## src/sv/rmbs_pkg.sv

```systemverilog
`timescale 1ns / 1ps
`default_nettype none
// ----------------------------------------------------------------------------
// rmbs_pkg - shared types and constants of the repeated bit serializer
// Item op codes, configuration register indexes, reset values and widths.
// ----------------------------------------------------------------------------
package rmbs_pkg;

	// Pattern store depth, settled by the 5-bit byte index of a load item
	localparam int MAX_PATTERN_BYTES = 32;
	localparam int BYTE_IDX_W        = $clog2(MAX_PATTERN_BYTES);
	localparam int LEN_W             = 6;
	localparam int REPEAT_W          = 8;
	localparam int PAUSE_W           = 4;
	localparam int BIT_POS_W         = 4;

	localparam logic [LEN_W-1:0]    LENGTH_RESET = 6'd17;
	localparam logic [REPEAT_W-1:0] REPEAT_RESET = 8'd10;
	localparam logic [PAUSE_W-1:0]  PAUSE_RESET  = 4'd4;

	typedef enum logic [1:0] {
		OP_LOAD  = 2'd0,
		OP_START = 2'd1,
		OP_TICK  = 2'd2
	} op_t;

	typedef enum logic [1:0] {
		REG_PATTERN_LENGTH = 2'd0,
		REG_REPEAT_COUNT   = 2'd1,
		REG_PAUSE_TICKS    = 2'd2
	} reg_idx_t;

endpackage
`default_nettype wire

```

## src/sv/repeated_msb_first_bit_serializer_top.sv

```systemverilog
`timescale 1ns / 1ps
`default_nettype none
// ----------------------------------------------------------------------------
// repeated_msb_first_bit_serializer_top - repeated MSB-first bit serializer
// Sends a stored byte pattern on one pin, one bit per tick item, with repeats.
// ----------------------------------------------------------------------------
// Usage:
//   Input channel (in_valid / in_stall) carries op, byte_index, byte_value.
//   A load item writes one pattern byte, a start item rewinds to bit 7 of
//   byte 0 and loads the repeat count, a tick item advances the pin by one
//   bit, or one pause tick, or ends the pass. Every item yields exactly one
//   result transfer on the output channel (out_valid / out_stall) with the
//   pin level, busy flag and done flag as they stand after the item.
//   Configuration port (cfg_valid / cfg_ready, always ready) writes
//   pattern_length, repeat_count and pause_ticks; write it only when idle.
//   An accepted item is held in the input register; the state update and
//   result are then captured in the output register, which drives
//   out_valid and the result outputs.
//   Throughput: one item per cycle while the receiver does not stall; the
//   state update path (bit/byte counters plus one pattern byte select) is combinational.
//   Reset clears all counters, drops the pin low and restores the register
//   defaults (length 17, repeat 10, pause 4); pattern bytes are not cleared.
//   When the receiver stalls, the output register holds its result and the
//   input register fills; in_stall then rises until the output drains.
// ----------------------------------------------------------------------------
module repeated_msb_first_bit_serializer_top (
	input  wire logic       clk,
	input  wire logic       arst_n,
	// item input channel
	input  wire logic       in_valid,
	output logic            in_stall,
	input  wire logic [1:0] op,
	input  wire logic [4:0] byte_index,
	input  wire logic [7:0] byte_value,
	// result output channel
	output logic            out_valid,
	input  wire logic       out_stall,
	output logic            pin_level,
	output logic            busy_res,
	output logic            done_res,
	// configuration write channel
	input  wire logic       cfg_valid,
	output logic            cfg_ready,
	input  wire logic [1:0] cfg_index,
	input  wire logic [7:0] cfg_data
);

	localparam int IDX_W = rmbs_pkg::BYTE_IDX_W;
	localparam int LEN_W = rmbs_pkg::LEN_W;
	localparam int BPW   = rmbs_pkg::BIT_POS_W;
	localparam logic [LEN_W-1:0] MAX_LEN = LEN_W'(rmbs_pkg::MAX_PATTERN_BYTES);

	// Configuration registers
	logic [LEN_W-1:0]              pattern_length_q;
	logic [rmbs_pkg::REPEAT_W-1:0] repeat_count_q;
	logic [rmbs_pkg::PAUSE_W-1:0]  pause_ticks_q;

	// Sequencer state
	logic [7:0]                    pattern_store_q [rmbs_pkg::MAX_PATTERN_BYTES];
	logic [BPW-1:0]                bit_pos_q;
	logic [LEN_W-1:0]              byte_pos_q;
	logic [rmbs_pkg::REPEAT_W-1:0] repeats_left_q;
	logic [rmbs_pkg::PAUSE_W-1:0]  pause_left_q;
	logic                          sending_q;
	logic                          pin_q;

	// Input register
	logic             valid_s1;
	logic [1:0]       op_s1;
	logic [IDX_W-1:0] idx_s1;
	logic [7:0]       val_s1;

	// Output register
	logic out_valid_s2;
	logic pin_s2;
	logic busy_s2;
	logic done_s2;

	// Handshake: the output register takes a result when empty or draining
	logic adv_s2;
	logic take_s1;
	assign adv_s2    = !out_valid_s2 || !out_stall;
	assign in_stall  = valid_s1 && !adv_s2;
	assign take_s1   = in_valid && !in_stall;
	assign cfg_ready = 1'b1;

	logic proc;
	assign proc = valid_s1 && adv_s2;

	// Next-state logic for the item held in the input register
	logic [LEN_W-1:0]              len_eff;
	logic [BPW-1:0]                bit_cur;
	logic [LEN_W-1:0]              byte_cur;
	logic [7:0]                    rd_byte;
	logic [BPW-1:0]                bit_nx;
	logic [LEN_W-1:0]              byte_nx;
	logic [rmbs_pkg::REPEAT_W-1:0] repeats_nx;
	logic [rmbs_pkg::PAUSE_W-1:0]  pause_nx;
	logic                          sending_nx;
	logic                          pin_nx;
	logic                          done_nx;

	assign len_eff  = (pattern_length_q > MAX_LEN) ? MAX_LEN : pattern_length_q;
	// Wrap to the next byte once all eight bits of this one are out
	assign bit_cur  = (bit_pos_q >= BPW'(8)) ? '0 : bit_pos_q;
	assign byte_cur = (bit_pos_q >= BPW'(8)) ? byte_pos_q + LEN_W'(1) : byte_pos_q;
	assign rd_byte  = pattern_store_q[byte_cur[IDX_W-1:0]];

	always_comb begin
		bit_nx     = bit_pos_q;
		byte_nx    = byte_pos_q;
		repeats_nx = repeats_left_q;
		pause_nx   = pause_left_q;
		sending_nx = sending_q;
		pin_nx     = pin_q;
		done_nx    = 1'b0;
		unique case (op_s1)
			rmbs_pkg::OP_LOAD: begin
			end
			rmbs_pkg::OP_START: begin
				bit_nx     = '0;
				byte_nx    = '0;
				repeats_nx = repeat_count_q;
				pause_nx   = '0;
				sending_nx = 1'b1;
			end
			rmbs_pkg::OP_TICK: begin
				if (sending_q) begin
					if (pause_left_q != '0) begin
						// hold the pin low through the pause
						pause_nx = pause_left_q - rmbs_pkg::PAUSE_W'(1);
						pin_nx   = 1'b0;
					end else if (byte_cur >= len_eff) begin
						// pass over: drop the pin, rewind, repeat or finish
						pin_nx  = 1'b0;
						bit_nx  = '0;
						byte_nx = '0;
						if (repeats_left_q != '0) begin
							repeats_nx = repeats_left_q - rmbs_pkg::REPEAT_W'(1);
							pause_nx   = pause_ticks_q;
						end else begin
							sending_nx = 1'b0;
							done_nx    = 1'b1;
						end
					end else begin
						pin_nx  = rd_byte[3'd7 - bit_cur[2:0]];
						bit_nx  = bit_cur + BPW'(1);
						byte_nx = byte_cur;
					end
				end
			end
			default: begin
			end
		endcase
	end

	// Configuration registers
	always_ff @(posedge clk or negedge arst_n) begin
		if (!arst_n) begin
			pattern_length_q <= rmbs_pkg::LENGTH_RESET;
			repeat_count_q   <= rmbs_pkg::REPEAT_RESET;
			pause_ticks_q    <= rmbs_pkg::PAUSE_RESET;
		end else if (cfg_valid && cfg_ready) begin
			unique case (cfg_index)
				rmbs_pkg::REG_PATTERN_LENGTH: pattern_length_q <= cfg_data[LEN_W-1:0];
				rmbs_pkg::REG_REPEAT_COUNT:   repeat_count_q   <= cfg_data;
				rmbs_pkg::REG_PAUSE_TICKS:    pause_ticks_q    <= cfg_data[3:0];
				default: begin
				end
			endcase
		end
	end

	// Input register: capture an item on every input transfer
	always_ff @(posedge clk or negedge arst_n) begin
		if (!arst_n) begin
			valid_s1 <= 1'b0;
		end else if (take_s1) begin
			valid_s1 <= 1'b1;
		end else if (adv_s2) begin
			valid_s1 <= 1'b0;
		end
	end

	always_ff @(posedge clk) begin
		if (take_s1) begin
			op_s1  <= op;
			idx_s1 <= byte_index;
			val_s1 <= byte_value;
		end
	end

	// Pattern store: payload only, no reset
	always_ff @(posedge clk) begin
		if (proc && op_s1 == rmbs_pkg::OP_LOAD) begin
			pattern_store_q[idx_s1] <= val_s1;
		end
	end

	// Sequencer state: advance once per processed item
	always_ff @(posedge clk or negedge arst_n) begin
		if (!arst_n) begin
			bit_pos_q      <= '0;
			byte_pos_q     <= '0;
			repeats_left_q <= '0;
			pause_left_q   <= '0;
			sending_q      <= 1'b0;
			pin_q          <= 1'b0;
		end else if (proc) begin
			bit_pos_q      <= bit_nx;
			byte_pos_q     <= byte_nx;
			repeats_left_q <= repeats_nx;
			pause_left_q   <= pause_nx;
			sending_q      <= sending_nx;
			pin_q          <= pin_nx;
		end
	end

	// Output register: hold the result while the receiver stalls
	always_ff @(posedge clk or negedge arst_n) begin
		if (!arst_n) begin
			out_valid_s2 <= 1'b0;
		end else if (adv_s2) begin
			out_valid_s2 <= valid_s1;
		end
	end

	always_ff @(posedge clk) begin
		if (proc) begin
			pin_s2  <= pin_nx;
			busy_s2 <= sending_nx;
			done_s2 <= done_nx;
		end
	end

	assign out_valid = out_valid_s2;
	assign pin_level = pin_s2;
	assign busy_res  = busy_s2;
	assign done_res  = done_s2;

	// Checks on the sequencer
	a_done_not_busy: assert property (@(posedge clk) disable iff (!arst_n)
		out_valid_s2 && done_s2 |-> !busy_s2)
		else $error("done reported while still busy");

	a_done_pin_low: assert property (@(posedge clk) disable iff (!arst_n)
		out_valid_s2 && done_s2 |-> !pin_s2)
		else $error("pin not low at end of final pass");

	a_pause_only_sending: assert property (@(posedge clk) disable iff (!arst_n)
		pause_left_q != '0 |-> sending_q)
		else $error("pause pending while idle");

	a_bit_pos_range: assert property (@(posedge clk) disable iff (!arst_n)
		bit_pos_q <= BPW'(8))
		else $error("bit position out of range");

	a_byte_pos_range: assert property (@(posedge clk) disable iff (!arst_n)
		byte_pos_q <= MAX_LEN)
		else $error("byte position beyond pattern store");

endmodule
`default_nettype wire
```

## config.mk

```make
export PLATFORM = sky130hd
export DESIGN_NAME = repeated_msb_first_bit_serializer_top
export DESIGN_NICKNAME = d
export VERILOG_FILES = /design/src/sv/rmbs_pkg.sv /design/src/sv/repeated_msb_first_bit_serializer_top.sv
export SDC_FILE = /design/constraint.sdc
export NUM_CORES = 1
export LEC_CHECK = 0
export BUFFER_PORTS_ARGS = -buffer_cell sky130_fd_sc_hd__buf_2
export CAP_MARGIN = 40
export CORE_MARGIN = 4
export CORE_UTILIZATION = 57
export DETAILED_ROUTE_END_ITERATION = 10
export PLACE_DENSITY = 0.74
export SLEW_MARGIN = 15
export SYNTH_ARGS = -nofsm -noshare
export SYNTH_HDL_FRONTEND = slang
export SYNTH_SLANG_ARGS = --single-unit
export TNS_END_PERCENT = 30
```

## constraint.sdc

```tcl
create_clock -name clk -period 3.9 [get_ports clk]
set_clock_uncertainty 0.2 [all_clocks]
set_input_delay 1.17 -clock clk [delete_from_list [all_inputs] [get_ports clk]]
set_output_delay 1.17 -clock clk [all_outputs]
set_load 0.02 [all_outputs]
```

==> impl_table.tex, run 1 <==
\begin{tabular}{lr}
\hline
Metric & Value \\
\hline
\multicolumn{2}{l}{\textbf{Yosys}} \\
Count of distinct cell types in the synthesized netlist & just under 80 \\
Combined area of all synthesized cells & 14,800 um\^{}2 \\
Cell count after synthesis & 859 \\
Synthesized area per cell & roughly 17 um\^{}2 \\
Net Count, Synth & 902 \\
Post-synth top flop & edfxtp\_1 \\
Sequential-to-total area share from yosys stat & 63.1\% \\
Fraction of registers with async set or reset after synthesis & roughly 14\% \\
EDFF count, synth & 274 \\
Yosys warnings & 0 \\
Flip-flop and latch count after synthesis & between 300 and 400 \\
\multicolumn{2}{l}{\textbf{Final layout}} \\
Most frequent standard cell in the layout excluding fill and tap cells & edfxtp\_1 \\
Combined area of the multi-input logic cells & 4970 um\^{}2 \\
Total number of nets in the final design & 990 \\
Number of diodes & 0 \\
Final standard cell count with taps included and fillers excluded & 1,301 \\
Total of fill cells in the finished design & 1,653 \\
Total area of sequential cells & 9340 um\^{}2 \\
Area growth from synthesis to layout & 12.7\% \\
Share of cells above drive strength 1 & 30.5\% \\
Commonest cells after routing, fill and taps aside & 274 x edfxtp\_1, 94 x mux4\_2, 63 x nand2\_1 \\
\multicolumn{2}{l}{\textbf{Die}} \\
Die area & 28,600 um\^{}2 \\
Die extent in x & between 150 and 200 um \\
Die Ht & 169 um \\
Count of pins on the block boundary & 36 \\
Placement row count & 58 \\
Floorplan core area & 25,300 um\^{}2 \\
Initial cell density of the core & just under 60\% \\
\multicolumn{2}{l}{\textbf{CTS}} \\
Count of hold-fix buffers inserted at cts & 0 \\
Library cell used as clock root buffer & clkbuf\_16 \\
Number of setup buffers added after CTS & 0 \\
Max Root-Sink Buffers & 3 \\
Number of sinks handled by clock tree synthesis & between 300 and 400 \\
Number of buffers created by CTS & 34 \\
Post-cts repair resize count & 0 \\
CTS tree & built \\
H-Tree Depth & 2 \\
Clock transition at the registers of the reported paths & approximately 0.060 ns \\
Skew-Pair Late Insertion Delay & just over 0.5 ns \\
\multicolumn{2}{l}{\textbf{STA}} \\
Maximum frequency from static timing analysis & 280 MHz \\
Final Setup Violations & 0 \\
Fin. Hold Viols & 0 \\
Tmin final & between 3 and 4 ns \\
Transition time at the pin with the least slew margin & 0.867 ns \\
Total count of max-transition violations in the final report & 0 \\
Final critical-path share of the clock period & 91.7\% \\
Setup TNS after final layout & 0 ns \\
Final setup margin & 0.323 ns \\
Unrepaired setup endpoints after global routing & no \\
Rel. slew slack & between 40\% and 50\% \\
\multicolumn{2}{l}{\textbf{Global route}} \\
Maximum number of pins on one net before global-route repair & 69 \\
Via count of the first global-routing pass & 8,906 \\
Number of antenna violations at the first check in global routing & 1 \\
First-pass GRT wire length & 53,800 um \\
Global-route congestion overflow total & 0 \\
GRT Overall Usage & 25.0\% \\
\multicolumn{2}{l}{\textbf{Detailed routing}} \\
Routed Antenna Nets & 0 \\
Starting DRT DRC Count & 772 \\
Count of unresolved DRC violations after routing & 0 \\
Via count & 8,559 \\
Number of vias per cell after detailed routing & 6.58 \\
Average detailed-routed wire length per instance & 26.6 um \\
Drt pass-1 iters & 5 \\
Detailed-route wire length & 34,600 um \\
\multicolumn{2}{l}{\textbf{Placement}} \\
Input/output buffers & 34 \\
Final HPWL DP & 23,000 um \\
Weighted congestion at the end of routability-driven global placement & 0.901 \\
Number of instances in the placed design & approximately 1.2k \\
Minimum setup slack after placement & approximately 0.31 ns \\
\multicolumn{2}{l}{\textbf{Power}} \\
Sw Pwr & 1730 uW \\
Final Total Pwr & 7650 uW \\
Reg power frac & a little over 50\% \\
Leak pwr & $\sim$0.0056 uW \\
Clock Power Share & between 40\% and 50\% \\
Comb pwr share & 8.1\% \\
Internal power summed over all cells & between 5000 and 6000 uW \\
Switching part of the total & 22.6\% \\
Power per Cell Area & approximately 460 nW/um\^{}2 \\
IR drop worst, VDD & 0.000408 V \\
\multicolumn{2}{l}{\textbf{Flow run}} \\
Maxcap violations & 0 \\
\multicolumn{2}{l}{\textbf{Critical path}} \\
Startpoint Class & flip-flop \\
Crit path DAT & 3.63 ns \\
Largest fanout on the critical path & 14 \\
Element type at the critical path end & flip-flop \\
Startpoint-to-endpoint class of the critical path & reg -> reg \\
Required time of the critical path & 3.95 ns \\
\multicolumn{2}{l}{\textbf{Status}} \\
Run status & finished clean \\
\multicolumn{2}{l}{\textbf{Min path}} \\
Hold Crit Class & reg -> reg \\
\hline
\end{tabular}
-- flip-flops by register name, summed over array words and instances (netlist names), 4 cells and up --
name              cells
bit_pos_q             4
pause_left_q          4
repeat_count_q        8
pattern_length_q      6
repeats_left_q        8
idx_s1                5
pattern_store_q     256
val_s1                8
pause_ticks_q         4
byte_pos_q            6
-- path summary, 6_finish.rpt --
kind	startpoint	end	slack, ns	depth (start not counted)
min reg2reg	pattern_length_q[1]	pattern_length_q[1]	0.31	1
min	pattern_length_q[1]	pattern_length_q[1]	0.31	1
max in group asynchronous	arst_n	pattern_length_q[4]	2.29	2
min in group asynchronous	arst_n	pause_ticks_q[1]	0.52	1
max	byte_pos_q[0]	pin_level	0.32	9
max reg2reg	byte_pos_q[0]	pin_level	0.32	9
-- area by class of cell --
class,count,area share [%]
Clock buffer,43,5.44
Multi-Input combinational cell,475,29.9
Inverter,18,0.481
Sequential cell,318,56.1
Clock inverter,17,0.946
Tap cell,330,2.48
Timing Repair Buffer,100,4.73
-- metrics by stage --
| stage | util, % | hold slack [ns] | cell area [um^2] |
|---|---|---|---|
| after floorplan | - | 0.257 | 14800 |
| after global placement | 61.0 | 0.268 | 15400 |
| after detailed placement | 61.6 | 0.293 | 15600 |
| after CTS | 65.8 | 0.310 | 16700 |
| after global routing | 65.8 | 0.323 | 16700 |
| final | 65.8 | 0.312 | 16700 |
-- cells by family after synthesis --
family          share of synthesized area (%)
compound gates                           5.35
xor+xnor                                0.415
fa+ha+maj                                1.10
buf+inv                                  3.23
flops                                    63.1
mux                                      20.0
other cells                            0.0254
simple gates                             6.69
-- Yosys cell counts, types with 4 or more instances --
cell,instances,area (um^2)
or3_1,4,25.0
edfxtp_1,274,8230
and2_1,4,25.0
nor3_1,9,45.0
nand2_1,63,236
o22ai_1,13,81.3
buf_4,14,105
nand2b_1,9,56.3
nand3b_1,9,67.6
o31ai_1,6,45.0
o21ai_0,15,75.1
a31o_2,4,35.0
mux4_1,16,420
a31oi_1,5,31.3
a211oi_1,6,45.0
nor2b_1,8,50.1
nand3_1,12,60.1
ha_1,13,163
dfrtp_1,39,976
a22o_1,7,61.3
dfstp_2,5,131
mux2i_1,12,120
nor2_1,53,199
nand4_1,5,31.3
nor3b_1,5,37.5
a21oi_1,22,110
clkbuf_1,11,41.3
inv_1,14,52.6
buf_6,12,135
mux4_2,94,2120
mux2_2,27,304
-- critical path, stage by stage, from the launching register on --
cell,delay (ns)
dfrtp_4,0.50
ha_2,0.69
buf_4,0.29
mux4_2,0.52
mux4_2,0.50
o22ai_1,0.17
or3_1,0.17
a211oi_2,0.07
nand3_1,0.14
o21ai_1,0.07
-- power by group through the flow --
stage	clock network (uW)	logic [uW]	registers [uW]
2_1_floorplan	0	416	3970
3_3_place_gp	0	546	4020
3_5_place_dp	0	612	3990
4_1_cts	3150	617	3920
5_1_grt	3330	687	3940
6_report	3100	619	3930
-- routing by layer --
metal	vias up	share of wire, %	global-route usage, %
met1	4366	39	34.2
met3	78	8.0	5.02
met2	442	49	40.9
met5	-	0.046	0
li1	3671	-	-
met4	2	3.6	8.68
(Power assumes the default switching activity.)
==> run 2: changes to the inputs <==
--- a/config.mk
+++ b/config.mk
@@ -10,7 +10,7 @@
 export CORE_MARGIN = 4
 export CORE_UTILIZATION = 57
 export DETAILED_ROUTE_END_ITERATION = 10
-export PLACE_DENSITY = 0.74
+export PLACE_DENSITY = 0.77
 export SLEW_MARGIN = 15
 export SYNTH_ARGS = -nofsm -noshare
 export SYNTH_HDL_FRONTEND = slang
==> run 2 against run 1 <==
  * Count of clock-buffer cells in the layout down 1
  * Maximum frequency up 1.5%
  * Design area up 0.14%
  * Die area unchanged
  * Critical path type unchanged
  * Utilization up 0.094 points
  * Register-to-register slack better by 0.05 ns
  * Routed wire length up 1.2%
  * Final cell count about the same
  * Clock power about the same
  * Power up 0.38%
  * Non-clock buffer count down 2
  * Critical endpoint is now repeats_left_q[7]
  * First-iteration DRC count up 55%
==> impl_table.tex, run 2 (synthesis results as in run 1) <==
\begin{tabular}{lr}
\hline
Metric & Value \\
\hline
\multicolumn{2}{l}{\textbf{Global route}} \\
Via count of the first global-routing pass & 9,034 (+1.4\%) \\
GRT Overall Usage & 25.2\% (+0.22 points) \\
Met3 usage & 5.09\% (+0.070 points) \\
First-pass GRT wire length & 54,400 um (+1.2\%) \\
Busiest grt layer & met2 \\
Maximum number of pins on one net before global-route repair & 69 (unchanged) \\
Met1 track demand over resource in global routing & 34.2\% (about the same) \\
Global-route congestion overflow total & 0 (unchanged) \\
Met2 GRT Util & 40.8\% (about the same) \\
Number of antenna violations at the first check in global routing & 0 (-1) \\
\multicolumn{2}{l}{\textbf{Power}} \\
Power per Cell Area & 460 nW/um\^{}2 (+0.24\%) \\
IR drop worst, VDD & 0.000396 V (-2.9\%) \\
Leak pwr & 0.00564 uW (+0.12\%) \\
\multicolumn{2}{l}{\textbf{STA}} \\
Post-route worst hold slack & 0.291 ns (-0.0207 ns) \\
Rel. slew slack & 40.9\% (-1.2 points) \\
Tmin final & 3.52 ns (-0.0540 ns) \\
Fin. Hold Viols & 0 (unchanged) \\
Transition time at the pin with the least slew margin & 0.884 ns (+0.0173 ns) \\
Final Setup Violations & 0 (unchanged) \\
Unrepaired setup endpoints after global routing & no \\
Maximum frequency from static timing analysis & 284 MHz (+1.5\%) \\
Setup TNS after final layout & 0 ns (unchanged) \\
Total count of max-transition violations in the final report & 0 (unchanged) \\
Final critical-path share of the clock period & 90.3\% (-1.4 points) \\
\multicolumn{2}{l}{\textbf{Critical path}} \\
Crit path DAT & 3.69 ns (+0.06 ns) \\
Element type at the critical path end & flip-flop \\
Required time of the critical path & 4.07 ns (+0.12 ns) \\
Startpoint-to-endpoint class of the critical path & reg -> reg \\
Startpoint Class & flip-flop \\
Largest fanout on the critical path & 33 (+19) \\
\multicolumn{2}{l}{\textbf{Detailed routing}} \\
Number of vias per cell after detailed routing & 6.74 (+2.4\%) \\
Routed Antenna Nets & 0 (unchanged) \\
Detailed-route wire length & 35,000 um (+1.2\%) \\
Starting DRT DRC Count & 1,195 (+55\%) \\
Count of unresolved DRC violations after routing & 0 (unchanged) \\
Drt pass-1 iters & 6 (+1) \\
Average detailed-routed wire length per instance & 26.9 um (+1.3\%) \\
Via count & 8,756 (+2.3\%) \\
\multicolumn{2}{l}{\textbf{Final layout}} \\
Total number of nets in the final design & 988 (-0.20\%) \\
Number of diodes & 0 (unchanged) \\
Area growth from synthesis to layout & 12.8\% \\
Flip-flop count of the largest register after layout & 256 (unchanged) \\
Final Cell Area & 16,700 um\^{}2 (+0.14\%) \\
Register bank with the most flops & pattern\_store\_q \\
Share of cells above drive strength 1 & 30.5\% (+0.031 points) \\
Commonest cells after routing, fill and taps aside & 274 x edfxtp\_1, 94 x mux4\_2, 63 x nand2\_1 \\
Most frequent standard cell in the layout excluding fill and tap cells & edfxtp\_1 \\
\multicolumn{2}{l}{\textbf{CTS}} \\
Clock transition at the registers of the reported paths & 0.06 ns (about the same) \\
CTS tree & built \\
Post-cts repair resize count & 0 (unchanged) \\
Skew-Pair Late Insertion Delay & 0.53 ns (+0.02 ns) \\
Number of setup buffers added after CTS & 0 (unchanged) \\
Library cell used as clock root buffer & clkbuf\_16 \\
Number of sinks handled by clock tree synthesis & 318 (unchanged) \\
Number of buffers created by CTS & 34 (unchanged) \\
H-Tree Depth & 2 (unchanged) \\
Max Root-Sink Buffers & 3 (unchanged) \\
Count of hold-fix buffers inserted at cts & 0 (unchanged) \\
\multicolumn{2}{l}{\textbf{Flow run}} \\
Maxcap violations & 0 (unchanged) \\
\multicolumn{2}{l}{\textbf{Placement}} \\
Weighted congestion at the end of routability-driven global placement & 0.910 (+1.0\%) \\
Input/output buffers & 34 (unchanged) \\
Instance area after placement & 15,600 um\^{}2 (about the same) \\
Final HPWL DP & 23,700 um (+3.3\%) \\
\multicolumn{2}{l}{\textbf{Die}} \\
Floorplan core area & 25,300 um\^{}2 (unchanged) \\
Initial cell density of the core & 58.4\% (unchanged) \\
Die Ht & 169 um (unchanged) \\
Die extent in x & 169 um (unchanged) \\
Placement row count & 58 (unchanged) \\
Die area & 28,600 um\^{}2 (unchanged) \\
Count of pins on the block boundary & 36 (unchanged) \\
\multicolumn{2}{l}{\textbf{Min path}} \\
Hold Crit Class & reg -> reg \\
\multicolumn{2}{l}{\textbf{Status}} \\
Run status & finished clean \\
\hline
\end{tabular}
-- run 2: worst paths after layout --
kind / slack, ns / startpoint / cells after the start / endpoint
max: 0.38 / byte_pos_q[0] / 12 / repeats_left_q[7]
min: 0.29 / bit_pos_q[2] / 1 / bit_pos_q[2]
max reg2reg: 0.38 / byte_pos_q[0] / 12 / repeats_left_q[7]
min reg2reg: 0.29 / bit_pos_q[2] / 1 / bit_pos_q[2]
max in group asynchronous: 2.24 / arst_n / 2 / pattern_length_q[4]
min in group asynchronous: 0.52 / arst_n / 1 / valid_s1
-- run 2: layout make-up --
cell class	instances	area, um^2
multi-input cells	475	4980
repair buffers	98	786
fillers	1633	8650
flip-flops and latches	318	9340
clock inverters	19	154
inverters	18	80.1
clock buffers	42	926
well taps	330	413
-- run 2: power by group --
| part | internal, uW | total [uW] | switching [uW] |
|---|---|---|---|
| Clock | 1830 | 3120 | 1290 |
| Combinational | 261 | 623 | 362 |
| Sequential | 3820 | 3930 | 115 |
-- run 2: metrics by stage --
stage / instances / util (%) / power, uW / setup WS [ns]
after floorplan: 859 / - / 4390 / 0.281
after global placement: 1231 / 60.9 / 4570 / 0.483
after detailed placement: 1239 / 61.6 / 4610 / 0.401
after CTS: 1300 / 65.9 / 7720 / 0.392
after global routing: 1300 / 65.9 / 7970 / 0.179
final: 1300 / 65.9 / 7680 / 0.377
-- run 2: routing by layer --
layer  vias to the layer above  routed length, um
met5                         -                  0
met4                         0               1500
met3                        98               3310
met2                       546              16900
met1                      4442              13400
li1                       3670                  -
-- run 2: worst max-delay path, cell delays in order, from the launching register on --
cell and delay, ns:
dfrtp_4 0.59, ha_4 0.23, nand3b_1 0.15, and2_1 0.30
clkinv_8 0.22, ha_1 0.35, o2111ai_1 0.11, o21ai_1 0.18
and2_0 0.33, nand3_1 0.18, nor3_1 0.21, mux2i_1 0.22
a21oi_1 0.09
==> run 3: changes to the inputs <==
--- a/config.mk
+++ b/config.mk
@@ -5,12 +5,15 @@
 export SDC_FILE = /design/constraint.sdc
 export NUM_CORES = 1
 export LEC_CHECK = 0
+export ABC_AREA = 1
 export BUFFER_PORTS_ARGS = -buffer_cell sky130_fd_sc_hd__buf_2
 export CAP_MARGIN = 40
 export CORE_MARGIN = 4
-export CORE_UTILIZATION = 57
+export CORE_UTILIZATION = 56
 export DETAILED_ROUTE_END_ITERATION = 10
-export PLACE_DENSITY = 0.77
+export GPL_ROUTABILITY_DRIVEN = 0
+export MAX_ROUTING_LAYER = met4
+export PLACE_DENSITY = 0.76
 export SLEW_MARGIN = 15
 export SYNTH_ARGS = -nofsm -noshare
 export SYNTH_HDL_FRONTEND = slang
==> run 3 against run 2 <==
  * Routed wire length decreased by 12%
  * Count of clock-buffer cells in the layout did not move
  * Sequential power is 2% higher
  * Die area fell by 6.2%
  * Sequential share of layout area up 4.3 points
  * Global-route usage shrank 0.93 points
  * Utilization fell by 0.48 points
  * Worst hold slack worse by 0.017 ns
  * Maximum frequency is 8.0% higher
  * Final cell count grew 25%
  * Critical path depth increased by 3
  * Critical path type unchanged
==> impl_table.tex, run 3 <==
\begin{tabular}{lr}
\hline
Metric & Value \\
\hline
\multicolumn{2}{l}{\textbf{Yosys}} \\
Most frequently used cell type in the post-synthesis netlist & nand3\_1 \\
EDFF count, synth & 274 (unchanged) \\
Combined area of all synthesized cells & 13,600 um\^{}2 (-8.2\%) \\
Net Count, Synth & 1,262 (+40\%) \\
Synthesized area per cell & 11.1 um\^{}2 (-35\%) \\
Commonest cells in the synthesized netlist & 337 x nand3\_1, 274 x edfxtp\_1, 271 x nand2\_1 \\
Leading cell types by total area after synthesis & edfxtp\_1 61\%, nand3\_1 12\%, nand2\_1 7.5\% \\
Post-synth top area share & 60.6\% (+5.0 points) \\
Library cell with the largest summed area after synthesis & edfxtp\_1 \\
Post-synth top flop & edfxtp\_1 \\
Yosys warnings & 0 (unchanged) \\
Count of distinct cell types in the synthesized netlist & 35 (-55\%) \\
Flip-flop and latch count after synthesis & 318 (unchanged) \\
Fraction of registers with async set or reset after synthesis & 13.8\% (unchanged) \\
Sequential-to-total area share from yosys stat & 68.8\% (+5.6 points) \\
Cell count after synthesis & 1,219 (+42\%) \\
\multicolumn{2}{l}{\textbf{Die}} \\
Count of pins on the block boundary & 36 (unchanged) \\
Die extent in x & 164 um (-3.2\%) \\
Die Ht & 164 um (-3.2\%) \\
Initial cell density of the core & 57.3\% (-1.1 points) \\
Floorplan core area & 23,700 um\^{}2 (-6.5\%) \\
Placement row count & 56 (-3.4\%) \\
Die area & 26,800 um\^{}2 (-6.2\%) \\
\multicolumn{2}{l}{\textbf{Final layout}} \\
Commonest cells after routing, fill and taps aside & 337 x nand3\_1, 274 x edfxtp\_1, 269 x nand2\_1 \\
Total number of nets in the final design & 1,326 (+34\%) \\
Flip-flop count of the largest register after layout & 256 (unchanged) \\
Final Cell Area & 15,500 um\^{}2 (-7.2\%) \\
Area growth from synthesis to layout & 14.1\% \\
Share of cells above drive strength 1 & 12.2\% (-18 points) \\
Number of diodes & 0 (unchanged) \\
Register bank with the most flops & pattern\_store\_q \\
Most frequent standard cell in the layout excluding fill and tap cells & nand3\_1 \\
Final Core Density & 65.4\% (-0.48 points) \\
\multicolumn{2}{l}{\textbf{STA}} \\
Total count of max-transition violations in the final report & 0 (unchanged) \\
Maximum frequency from static timing analysis & 307 MHz (+8.0\%) \\
Final critical-path share of the clock period & 83.6\% (-6.7 points) \\
Final Setup Violations & 0 (unchanged) \\
Setup TNS after final layout & 0 ns (unchanged) \\
Transition time at the pin with the least slew margin & 0.750 ns (-0.135 ns) \\
Unrepaired setup endpoints after global routing & no \\
Rel. slew slack & 50.0\% (+9.1 points) \\
Tmin final & 3.26 ns (-0.261 ns) \\
Fin. Hold Viols & 0 (unchanged) \\
\multicolumn{2}{l}{\textbf{Critical path}} \\
Reg2Reg Setup Slack & 0.64 ns (+0.26 ns) \\
Crit-path cells & ha\_1 > nand2\_1 > o21ai\_4 > buf\_4 > ha\_1 > inv\_1 > nor2\_1 > o211ai\_1 > o2111ai\_1 > nor2\_1 > a21oi\_1 > nand2\_1 > inv\_1 > o211ai\_1 > o21ai\_0 \\
Worst setup path startpoint & byte\_pos\_q[0] \\
Startpoint Class & flip-flop \\
FF-to-FF Start & byte\_pos\_q[0] \\
Element type at the critical path end & flip-flop \\
Largest fanout on the critical path & 33 (unchanged) \\
Worst r2r path cells & 15 (+3) \\
Slowest stage cell on the critical path & dfrtp\_1 \\
Startpoint-to-endpoint class of the critical path & reg -> reg \\
Crit path DAT & 3.44 ns (-0.25 ns) \\
Largest stage delay on the critical path & 0.42 ns (-0.17 ns) \\
Buffering stage count on the worst path with inverters included & 3 (+2) \\
Required time of the critical path & 4.08 ns (about the same) \\
Kind of cell adding the most delay to the critical path & compound AO/OA/AOI/OAI gates \\
Capture instance of the worst register-to-register path & repeats\_left\_q[1] \\
\multicolumn{2}{l}{\textbf{Global route}} \\
Met1 track demand over resource in global routing & 32.7\% (-1.5 points) \\
Global-route congestion overflow total & 0 (unchanged) \\
Met2 GRT Util & 37.9\% (-3.0 points) \\
Maximum number of pins on one net before global-route repair & 65 (-5.8\%) \\
Number of antenna violations at the first check in global routing & 0 (unchanged) \\
Busiest grt layer & met2 \\
Met3 usage & 4.47\% (-0.62 points) \\
Via count of the first global-routing pass & 9,389 (+3.9\%) \\
First-pass GRT wire length & 49,500 um (-9.0\%) \\
GRT Overall Usage & 24.3\% (-0.93 points) \\
\multicolumn{2}{l}{\textbf{Status}} \\
Run status & finished clean \\
\multicolumn{2}{l}{\textbf{CTS}} \\
CTS tree & built \\
Max Root-Sink Buffers & 3 (unchanged) \\
Clock transition at the registers of the reported paths & 0.06 ns (about the same) \\
Post-cts repair resize count & 0 (unchanged) \\
H-Tree Depth & 2 (unchanged) \\
Count of hold-fix buffers inserted at cts & 0 (unchanged) \\
Number of buffers created by CTS & 34 (unchanged) \\
Skew-Pair Late Insertion Delay & 0.52 ns (about the same) \\
Number of sinks handled by clock tree synthesis & 318 (unchanged) \\
Number of setup buffers added after CTS & 0 (unchanged) \\
Library cell used as clock root buffer & clkbuf\_16 \\
\multicolumn{2}{l}{\textbf{Min path}} \\
Min-Delay Startpoint & valid\_s1 \\
Hold Crit Endpoint & out\_valid \\
Hold Path Cell Cnt & 2 (+1) \\
Hold Crit Class & reg -> reg \\
\multicolumn{2}{l}{\textbf{Placement}} \\
Final HPWL DP & 19,100 um (-19\%) \\
Input/output buffers & 34 (unchanged) \\
Instance area after placement & 14,400 um\^{}2 (-7.9\%) \\
\multicolumn{2}{l}{\textbf{Flow run}} \\
Maxcap violations & 0 (unchanged) \\
\multicolumn{2}{l}{\textbf{Detailed routing}} \\
Detailed-route wire length & 31,000 um (-12\%) \\
Drt pass-1 iters & 6 (unchanged) \\
Routed Antenna Nets & 0 (unchanged) \\
Average detailed-routed wire length per instance & 19.0 um (-29\%) \\
Starting DRT DRC Count & 1,106 (-7.4\%) \\
Count of unresolved DRC violations after routing & 0 (unchanged) \\
Via count & 9,453 (+8.0\%) \\
Number of vias per cell after detailed routing & 5.81 (-14\%) \\
\multicolumn{2}{l}{\textbf{Power}} \\
Comb pwr share & 30.7\% (+23 points) \\
IR drop worst, VDD & 0.000428 V (+8.0\%) \\
Power per Cell Area & 671 nW/um\^{}2 (+46\%) \\
Switching part of the total & 34.8\% (+12 points) \\
Final Total Pwr & 10,400 uW (+35\%) \\
Internal power summed over all cells & 6780 uW (+15\%) \\
Sw Pwr & 3610 uW (+100\%) \\
Clock Power Share & 30.7\% (-10 points) \\
Reg power frac & 38.6\% (-13 points) \\
Leak pwr & 0.00595 uW (+5.6\%) \\
\hline
\end{tabular}
==> run 3: changes by cell type in the layout (fill, tap and decap cells not counted), moves of 9 or more <==
cell | before | now
nand2b_1 | 9 | 0
o21ai_0 | 15 | 44
inv_1 | 14 | 58
mux2_2 | 27 | 0
nand2_1 | 63 | 269
nand3_1 | 12 | 337
a21oi_1 | 22 | 13
o22ai_1 | 13 | 0
mux4_1 | 16 | 0
mux4_2 | 94 | 0
nand3b_1 | 9 | 0
mux2i_1 | 12 | 0
==> run 3: per-stage QoR <==
step | worst slack, ns | cells | hold slack, ns
after CTS | 0.667 | 1628 | 0.277
after global placement | 0.728 | 1560 | 0.246
final | 0.638 | 1628 | 0.274
after detailed placement | 0.660 | 1566 | 0.264
after global routing | 0.418 | 1628 | 0.315
after floorplan | 0.736 | 1219 | 0.234
==> run 3: kinds of logic (layout without fill, tap and decap cells) <==
kind of cell / after synthesis / after routing / share of synthesized area, %
other: 1 / 1 / 0.0276
AND/OR/NAND/NOR: 685 / 685 / 22.5
AO/OA/AOI/OAI: 66 / 66 / 2.60
flip-flops: 318 / 318 / 68.8
buffers and inverters: 130 / 220 / 4.38
adder cells (fa/ha/maj): 13 / 13 / 1.20
XOR/XNOR: 6 / 6 / 0.525
==> run 3: worst max-delay path by stage <==
stage / endpoint / slack [ns] / cells past startpoint
4_1_cts: repeats_left_q[1] / 0.67 / 15
5_1_grt: repeats_left_q[0] / 0.42 / 15
6_report: repeats_left_q[1] / 0.64 / 15
3_3_place_gp: pattern_store_q[31][5] / 0.73 / 11
3_5_place_dp: pattern_store_q[31][4] / 0.66 / 11
2_1_floorplan: pattern_store_q[0][0] / 0.74 / 7
==> run 3: layout make-up <==
| type | instances | area [um^2] |
|---|---|---|
| well taps | 319 | 399 |
| flip-flops and latches | 318 | 9340 |
| repair buffers | 95 | 728 |
| fillers | 1793 | 8200 |
| inverters | 63 | 239 |
| clock inverters | 20 | 185 |
| clock buffers | 42 | 932 |
| multi-input cells | 771 | 3670 |
==> run 3: routing by layer <==
layer	vias up	wire (um)
met5	-	0
met4	0	795
met3	69	2570
met2	427	14800
met1	4529	12800
li1	4428	-
==> run 3: power by group through the flow <==
stage	clock, uW	combinational, uW	sequential, uW
6_report	3200	3190	4010
5_1_grt	3380	3570	4030
4_1_cts	3230	3170	4010
3_5_place_dp	0	3140	4070
3_3_place_gp	0	3020	4090
2_1_floorplan	0	2330	4060
==> run 3: tightest hold or removal path, delay by kind of cell, from the launching register on <==
kind / cells / cell delay [ns]
AND/OR/NAND/NOR: 1 / 0.06
buffers and inverters: 1 / 0.06
flip-flops: 1 / 0.32
